$ cat config.mk
export PLATFORM = sky130hd
export DESIGN_NAME = slot_table_with_id_lookup_and_sort
export DESIGN_NICKNAME = d
export VERILOG_FILES = /design/src/rtl/stl_pkg.sv /design/src/rtl/slot_table_with_id_lookup_and_sort.sv
export SDC_FILE = /design/constraint.sdc
export NUM_CORES = 2
export LEC_CHECK = 0
export ABC_AREA = 1
export ABC_CLOCK_PERIOD_IN_PS = 7200
export BUFFER_PORTS_ARGS = -buffer_cell sky130_fd_sc_hd__buf_2
export CORE_MARGIN = 2
export CORE_UTILIZATION = 40
export DETAILED_ROUTE_END_ITERATION = 10
export HOLD_SLACK_MARGIN = 0.06
export PLACE_DENSITY_LB_ADDON = 0.25
export SETUP_SLACK_MARGIN = 0.15
export SLEW_MARGIN = 15
export SYNTH_ARGS = -nofsm -noshare
export SYNTH_HDL_FRONTEND = slang
export SYNTH_SLANG_ARGS = --single-unit
$ cat constraint.sdc
create_clock -name clk -period 7.2 [get_ports clk]
set_input_delay 2.16 -clock clk [delete_from_list [all_inputs] [get_ports clk]]
set_output_delay 2.16 -clock clk [all_outputs]
set_load 0.01 [all_outputs]
$ cat src/rtl/stl_pkg.sv
// Package: shared types and constants for the slot table.
package stl_pkg;
	localparam logic [18:0] PRICE_MAX = 19'd300000;

	typedef enum logic [2:0] {
		OP_CLEAR = 3'd0,
		OP_INSERT = 3'd1,
		OP_REMOVE = 3'd2,
		OP_LOOKUP = 3'd3,
		OP_SORT_UP = 3'd4,
		OP_SORT_DN = 3'd5
	} opcode_t;

	typedef enum logic [1:0] {
		SL_FREE = 2'd0,
		SL_OCC = 2'd1,
		SL_REMOVED = 2'd2
	} slot_st_t;

	typedef enum logic [1:0] {
		RS_OK = 2'd0,
		RS_FULL = 2'd1,
		RS_NOT_FOUND = 2'd2
	} result_t;

	typedef enum logic [3:0] {
		S_IDLE,
		S_CLEAR,
		S_SCAN_RD,
		S_SCAN_CHK,
		S_SORT_RDI,
		S_SORT_RDJ,
		S_SORT_WAIT,
		S_SORT_CMP,
		S_SORT_WRJ,
		S_DONE
	} state_t;
endpackage

$ cat src/rtl/slot_table_with_id_lookup_and_sort.sv
// Top level: slot table with clear, id lookup, insert, remove and exchange sort.
// Usage:
//   Raise start with opcode, key_id, new_type and new_price_cents while busy is
//   low; the transaction is taken at that edge and busy rises the next cycle.
//   The single result appears on status, slot_index, entry_id, entry_type and
//   entry_price_cents for one cycle with done high; busy falls after it.
//   The receiver cannot stall; results are never held.
// Operations, all served from one memory of depth TABLE_DEPTH with one read port
// and one write port:
//   clear: one status write per cycle.
//   insert, remove, lookup: a read and a check per slot until the first hit.
//   sort: each pair takes a read of j, a wait, a compare that writes slot i on a
//     swap and a write of j on a swap; each row adds a read of i.
//   Opcodes 6 and 7 finish with status ok.
// Reset: asynchronous, clears the control state and the id counter; status of
//   every slot reads as free through a clearing pass after reset, during which
//   busy stays high.
module slot_table_with_id_lookup_and_sort #(
	parameter int TABLE_DEPTH = 64,
	parameter int ID_BITS = 16
) (
	input  logic        clk,
	input  logic        arst_n,
	input  logic        start,
	output logic        busy,
	input  logic [2:0]  opcode,
	input  logic [15:0] key_id,
	input  logic        new_type,
	input  logic [18:0] new_price_cents,
	output logic        done,
	output logic [1:0]  status,
	output logic [5:0]  slot_index,
	output logic [15:0] entry_id,
	output logic        entry_type,
	output logic [18:0] entry_price_cents
);
	import stl_pkg::*;

	localparam int AW = (TABLE_DEPTH > 1) ? $clog2(TABLE_DEPTH) : 1;
	localparam logic [AW:0] LAST = (AW+1)'(TABLE_DEPTH - 1);

	typedef struct packed {
		logic [1:0]         st;
		logic [ID_BITS-1:0] id;
		logic               typ;
		logic [18:0]        price;
	} entry_t;

	entry_t mem [TABLE_DEPTH];
	entry_t rd_q;
	logic            we;
	logic [AW-1:0]   waddr, raddr;
	entry_t          wdata;

	always_ff @(posedge clk) begin
		if (we) mem[waddr] <= wdata;
		rd_q <= mem[raddr];
	end

	state_t state_q, state_d;
	opcode_t op_q;
	logic [15:0] key_q;
	logic        typ_q;
	logic [18:0] price_q;
	logic [ID_BITS-1:0] next_id_q;
	logic [AW:0] i_q, j_q;
	entry_t ei_q, ej_q;
	logic [1:0]  res_st_q;
	logic [5:0]  res_idx_q;
	logic [15:0] res_id_q;
	logic        res_typ_q;
	logic [18:0] res_price_q;
	logic        init_q;

	logic key_hit, ooo;
	assign key_hit = (rd_q.st == SL_OCC) &&
		({{(32-ID_BITS){1'b0}}, rd_q.id} == {16'd0, key_q});
	assign ooo = (ei_q.st == SL_OCC) && (ej_q.st == SL_OCC) &&
		((op_q == OP_SORT_DN) ? (ei_q.id < ej_q.id) : (ei_q.id > ej_q.id));

	always_comb begin
		state_d = state_q;
		unique case (state_q)
			S_IDLE: if (start) begin
				case (opcode)
					OP_CLEAR: state_d = S_CLEAR;
					OP_INSERT, OP_REMOVE, OP_LOOKUP: state_d = S_SCAN_RD;
					OP_SORT_UP, OP_SORT_DN: state_d = (TABLE_DEPTH > 1) ? S_SORT_RDI : S_DONE;
					default: state_d = S_DONE;
				endcase
			end
			S_CLEAR: if (i_q == LAST) state_d = S_DONE;
			S_SCAN_RD: state_d = S_SCAN_CHK;
			S_SCAN_CHK: begin
				if ((op_q == OP_INSERT) ? (rd_q.st == SL_FREE) : key_hit) state_d = S_DONE;
				else if (i_q == LAST) state_d = S_DONE;
				else state_d = S_SCAN_RD;
			end
			S_SORT_RDI: state_d = S_SORT_RDJ;
			S_SORT_RDJ: state_d = S_SORT_WAIT;
			S_SORT_WAIT: state_d = S_SORT_CMP;
			S_SORT_CMP: begin
				if (ooo) state_d = S_SORT_WRJ;
				else if (j_q != LAST) state_d = S_SORT_RDJ;
				else if (i_q + 1'b1 != LAST) state_d = S_SORT_RDI;
				else state_d = S_DONE;
			end
			S_SORT_WRJ: begin
				if (j_q != LAST) state_d = S_SORT_RDJ;
				else if (i_q + 1'b1 != LAST) state_d = S_SORT_RDI;
				else state_d = S_DONE;
			end
			S_DONE: state_d = S_IDLE;
			default: state_d = S_IDLE;
		endcase
	end

	always_comb begin
		we = 1'b0;
		waddr = i_q[AW-1:0];
		raddr = i_q[AW-1:0];
		wdata = rd_q;
		unique case (state_q)
			S_CLEAR: begin
				we = 1'b1;
				wdata = rd_q;
				wdata.st = SL_FREE;
			end
			S_SCAN_CHK: begin
				if (op_q == OP_INSERT && rd_q.st == SL_FREE) begin
					we = 1'b1;
					wdata.st = SL_OCC;
					wdata.id = next_id_q;
					wdata.typ = typ_q;
					wdata.price = (price_q > PRICE_MAX) ? PRICE_MAX : price_q;
				end else if (op_q == OP_REMOVE && key_hit) begin
					we = 1'b1;
					wdata.st = SL_REMOVED;
				end
			end
			S_SORT_RDJ: raddr = j_q[AW-1:0];
			S_SORT_CMP: begin
				if (ooo) begin
					we = 1'b1;
					wdata = ej_q;
				end
			end
			S_SORT_WRJ: begin
				we = 1'b1;
				waddr = j_q[AW-1:0];
				wdata = ei_q;
			end
			default: ;
		endcase
	end

	always_ff @(posedge clk or negedge arst_n) begin
		if (!arst_n) begin
			state_q <= S_CLEAR;
			init_q <= 1'b1;
			i_q <= '0;
			j_q <= '0;
			next_id_q <= '0;
		end else begin
			state_q <= state_d;
			unique case (state_q)
				S_IDLE: begin
					i_q <= '0;
					init_q <= 1'b0;
				end
				S_CLEAR: i_q <= i_q + 1'b1;
				S_SCAN_CHK: begin
					i_q <= i_q + 1'b1;
					if (op_q == OP_INSERT && rd_q.st == SL_FREE)
						next_id_q <= next_id_q + 1'b1;
				end
				S_SORT_RDI: j_q <= i_q + 1'b1;
				S_SORT_CMP, S_SORT_WRJ: begin
					if (!(state_q == S_SORT_CMP && ooo)) begin
						if (j_q != LAST) j_q <= j_q + 1'b1;
						else i_q <= i_q + 1'b1;
					end
				end
				default: ;
			endcase
		end
	end

	always_ff @(posedge clk) begin
		if (state_q == S_IDLE && start) begin
			op_q <= opcode_t'(opcode);
			key_q <= key_id;
			typ_q <= new_type;
			price_q <= new_price_cents;
			res_st_q <= RS_OK;
			res_idx_q <= '0;
			res_id_q <= '0;
			res_typ_q <= 1'b0;
			res_price_q <= '0;
		end
		if (state_q == S_SORT_RDJ) ei_q <= rd_q;
		if (state_q == S_SORT_WAIT) ej_q <= rd_q;
		if (state_q == S_SCAN_CHK) begin
			if (op_q == OP_INSERT && rd_q.st == SL_FREE) begin
				res_idx_q <= 6'(i_q);
				res_id_q <= 16'(next_id_q);
				res_typ_q <= typ_q;
				res_price_q <= (price_q > PRICE_MAX) ? PRICE_MAX : price_q;
			end else if (op_q != OP_INSERT && key_hit) begin
				res_idx_q <= 6'(i_q);
				res_id_q <= 16'(rd_q.id);
				res_typ_q <= rd_q.typ;
				res_price_q <= rd_q.price;
			end else if (i_q == LAST)
				res_st_q <= (op_q == OP_INSERT) ? RS_FULL : RS_NOT_FOUND;
		end
	end

	assign busy = (state_q != S_IDLE);
	assign done = (state_q == S_DONE) && !init_q;
	assign status = done ? res_st_q : RS_OK;
	assign slot_index = done ? res_idx_q : '0;
	assign entry_id = done ? res_id_q : '0;
	assign entry_type = done ? res_typ_q : 1'b0;
	assign entry_price_cents = done ? res_price_q : '0;

`ifndef SYNTHESIS
	a_done_busy: assert property (@(posedge clk) disable iff (!arst_n)
		done |-> busy) else $error("done without busy");
	a_start_leaves_idle: assert property (@(posedge clk) disable iff (!arst_n)
		(start && !busy) |=> busy) else $error("transaction not taken");
	a_done_once: assert property (@(posedge clk) disable iff (!arst_n)
		done |=> !done) else $error("result repeated");
`endif
endmodule
==> flow_summary.json <==
{
  "outcome": "finished clean",
  "drc": 0,
  "dpl.hpwl_mm": 203,
  "grt_start_max_net_pins": 164,
  "critPathMaxFanout": 27,
  "fin_tns_setup_ns": 0,
  "synthArstFlopShare_pct": 1.31,
  "cpMaxStageDelayCell": "nor2_4",
  "clock_sinks": 2664,
  "fmax_ghz": 0.195,
  "fin_skew_ns": 0.0588,
  "fin_crit_ns": 5.13,
  "drive_gt1_share_pct": 7.30,
  "wl_mm": 346,
  "netlist_area_um2": 115000,
  "ys_types": 43,
  "post-route-util_pct": 45.3,
  "crit_chain": "inv_1 > nor2_1 > nand2_1 > inv_1 > buf_4 > nor3_1 > nand3_2 > nand2_1 > nor2_4 > buf_4",
  "routabilityCongestion": 0.931,
  "synth_top_area_share_pct": 66.5,
  "hold_violations": 0,
  "start_kind": "flip-flop",
  "grt_pass1_wl_mm": 508,
  "routed_via_density": 5.23,
  "initial_core_util_pct": 40.3,
  "syn_avg_cell_area_um2": 10.3,
  "hold_slack_ns": 0.470,
  "synth-edff-count": 2547,
  "ys_seq_area_share_pct": 68.7,
  "root_buffer": "clkbuf_16",
  "rsz0062_at_grt": "no",
  "die_h_um": 540,
  "synthFlopType": "edfxtp_1",
  "die-width_um": 540,
  "ios": 88,
  "post_cts_resized": 0,
  "drv_cap": 0,
  "drv_slew": 0,
  "overflow": 0,
  "min_path_type": "flip-flop to flip-flop",
  "p_per_area_nw_per_um2": 426,
  "port_buffers": 87,
  "synthCells": 11100,
  "timing.critical_path.buf_inv": 4,
  "drt_pass1_iterations": 6,
  "cp_top_family": "simple AND/OR/NAND/NOR gates",
  "crit_type": "flip-flop to flip-flop",
  "endpoint_kind": "flip-flop",
  "postCtsHoldBufs": 0,
  "grt_pass1_vias": 74300,
  "dp_slack_ns": 2.18,
  "cts.clk_slew.worst_paths_ns": 0.06,
  "worst_slew_pin_slew_ns": 1.22,
  "setup_viol": 0,
  "post_cts.repair.setup_buffers": 0,
  "cp.required_ns": 7.72,
  "ant_nets": 0,
  "synth_seq_cells": 2664,
  "slowest_delay_ns": 1.17,
  "wl_per_cell_um": 22.9,
  "layout_setup_ws_ns": 2.07,
  "coreArea_um2": 286000,
  "syn_nets": 11200,
  "p_leak_nw": 52.7,
  "area_growth_pct": 12.5,
  "ys_top_cells_by_count": "nand2_1, edfxtp_1, nand3_1, inv_1, buf_2",
  "vias": 79300,
  "antenna_found_initial": 20,
  "post-synth-top-count-cell": "nand2_1",
  "dr.first_iter.drc_count": 9243,
  "cts_tree": "done",
  "numCtsBuffers": 292,
  "rows": 196,
  "synth_area_leaders": "edfxtp_1, nand2_1, nand3_1",
  "nets": 11200,
  "finalCritPeriodShare_pct": 71.3,
  "maxSlewHeadroom_pct": 18.5,
  "die_area_um2": 292000,
  "grt_use_total_pct": 23.2,
  "cts.path.max_buffers": 4,
  "vdd_ir_drop_max_mv": 0.400,
  "ys_warn_count": 0,
  "synth_area_leader_cell": "edfxtp_1",
  "worstSkewPairLatency_ns": 0.87,
  "htree_num_levels": 5,
  "worstPathArrival_ns": 5.66
}
[cell families (layout without fill, tap and decap cells)]
family                   count (synthesis)  count (layout)  synth area share (%)
AO/OA/AOI/OAI                          332             332                  1.70
XOR/XNOR                                25              25                 0.190
adder cells (fa/ha/maj)                 20              20                 0.218
buffers and inverters                 2369            2621                  8.27
flip-flops                            2664            2664                  68.7
other                                    0               6                     0
AND/OR/NAND/NOR                       5711            5711                  20.9
[through the flow]
stage	instances	power (mW)	cell area [um2]
6_report	15100	55.1	129000
5_1_grt	15100	57.3	129000
4_1_cts	15100	55.1	129000
3_5_place_dp	14600	40.8	120000
3_3_place_gp	14600	40.6	120000
2_1_floorplan	11100	32.4	115000
[cells in the final DEF (no fill, tap or decap), types with 69 or more instances in the layout]
cell       netlist  routed
nand2_1       3510    3505
inv_1         1790    1787
dfxtp_1         82      82
buf_2          372      87
o21ai_0        187     173
nand3_1       1926    1924
edfxtp_1      2547    2547
buf_4            5     187
clkbuf_16        0     303
nor2_4           2      69
nor2_1         186     119
[final cells by class]
type / instances / area, um2
antenna: 6 / 15.0
tap: 3762 / 4710
fill: 26200 / 156000
multi-input combinational: 6088 / 27300
timing repair buffer: 314 / 2640
clock inverter: 139 / 1110
sequential: 2664 / 79000
clock buffer: 373 / 7890
inverter: 1795 / 6760
[worst reg2reg max path: stages (launching register included)]
cell and delay (ns):
dfrtp_1 0.41, inv_1 0.10, nor2_1 0.16, nand2_1 0.40, inv_1 0.77, buf_4 0.38
nor3_1 0.10, nand3_2 0.30, nand2_1 0.65, nor2_4 1.17, buf_4 0.39
[flip-flops by register name (all words and copies together), names as in the netlist, 7 cells and up]
name	count
mem	2432
ei_q	38
ej_q	38
rd_q	38
price_q	19
res_price_q	19
key_q	16
next_id_q	16
res_id_q	16
i_q	7
j_q	7
[path summary, 6_finish.rpt]
check | startpoint | endpoint | slack (ns) | cells after the start
setup reg to reg | state_q[3] | mem[20][8] | 2.07 | 10
hold / removal | res_id_q[12] | res_id_q[12] | 0.47 | 2
hold reg to reg | res_id_q[12] | res_id_q[12] | 0.47 | 2
min in group asynchronous | arst_n | next_id_q[8] | 1.48 | 1
setup / recovery | state_q[3] | mem[20][8] | 2.07 | 10
max in group asynchronous | arst_n | j_q[3] | 5.13 | 1
[power by group]
part | total, mW | internal, mW | leakage (nW) | switching [mW]
clock network | 14.4 | 8.28 | 4.41 | 6.10
registers | 22.2 | 21.8 | 24.2 | 0.435
logic | 18.5 | 3.50 | 24.1 | 15.0
[layer usage]
metal | wire length (um) | global-route usage (%) | vias up
met4 | 10400 | 7.05 | 14
met2 | 154000 | 35.4 | 3376
li1 | - | - | 36500
met1 | 152000 | 34.2 | 38800
met5 | 79 | 0 | -
met3 | 29900 | 3.54 | 540
(Power assumes the default switching activity.)
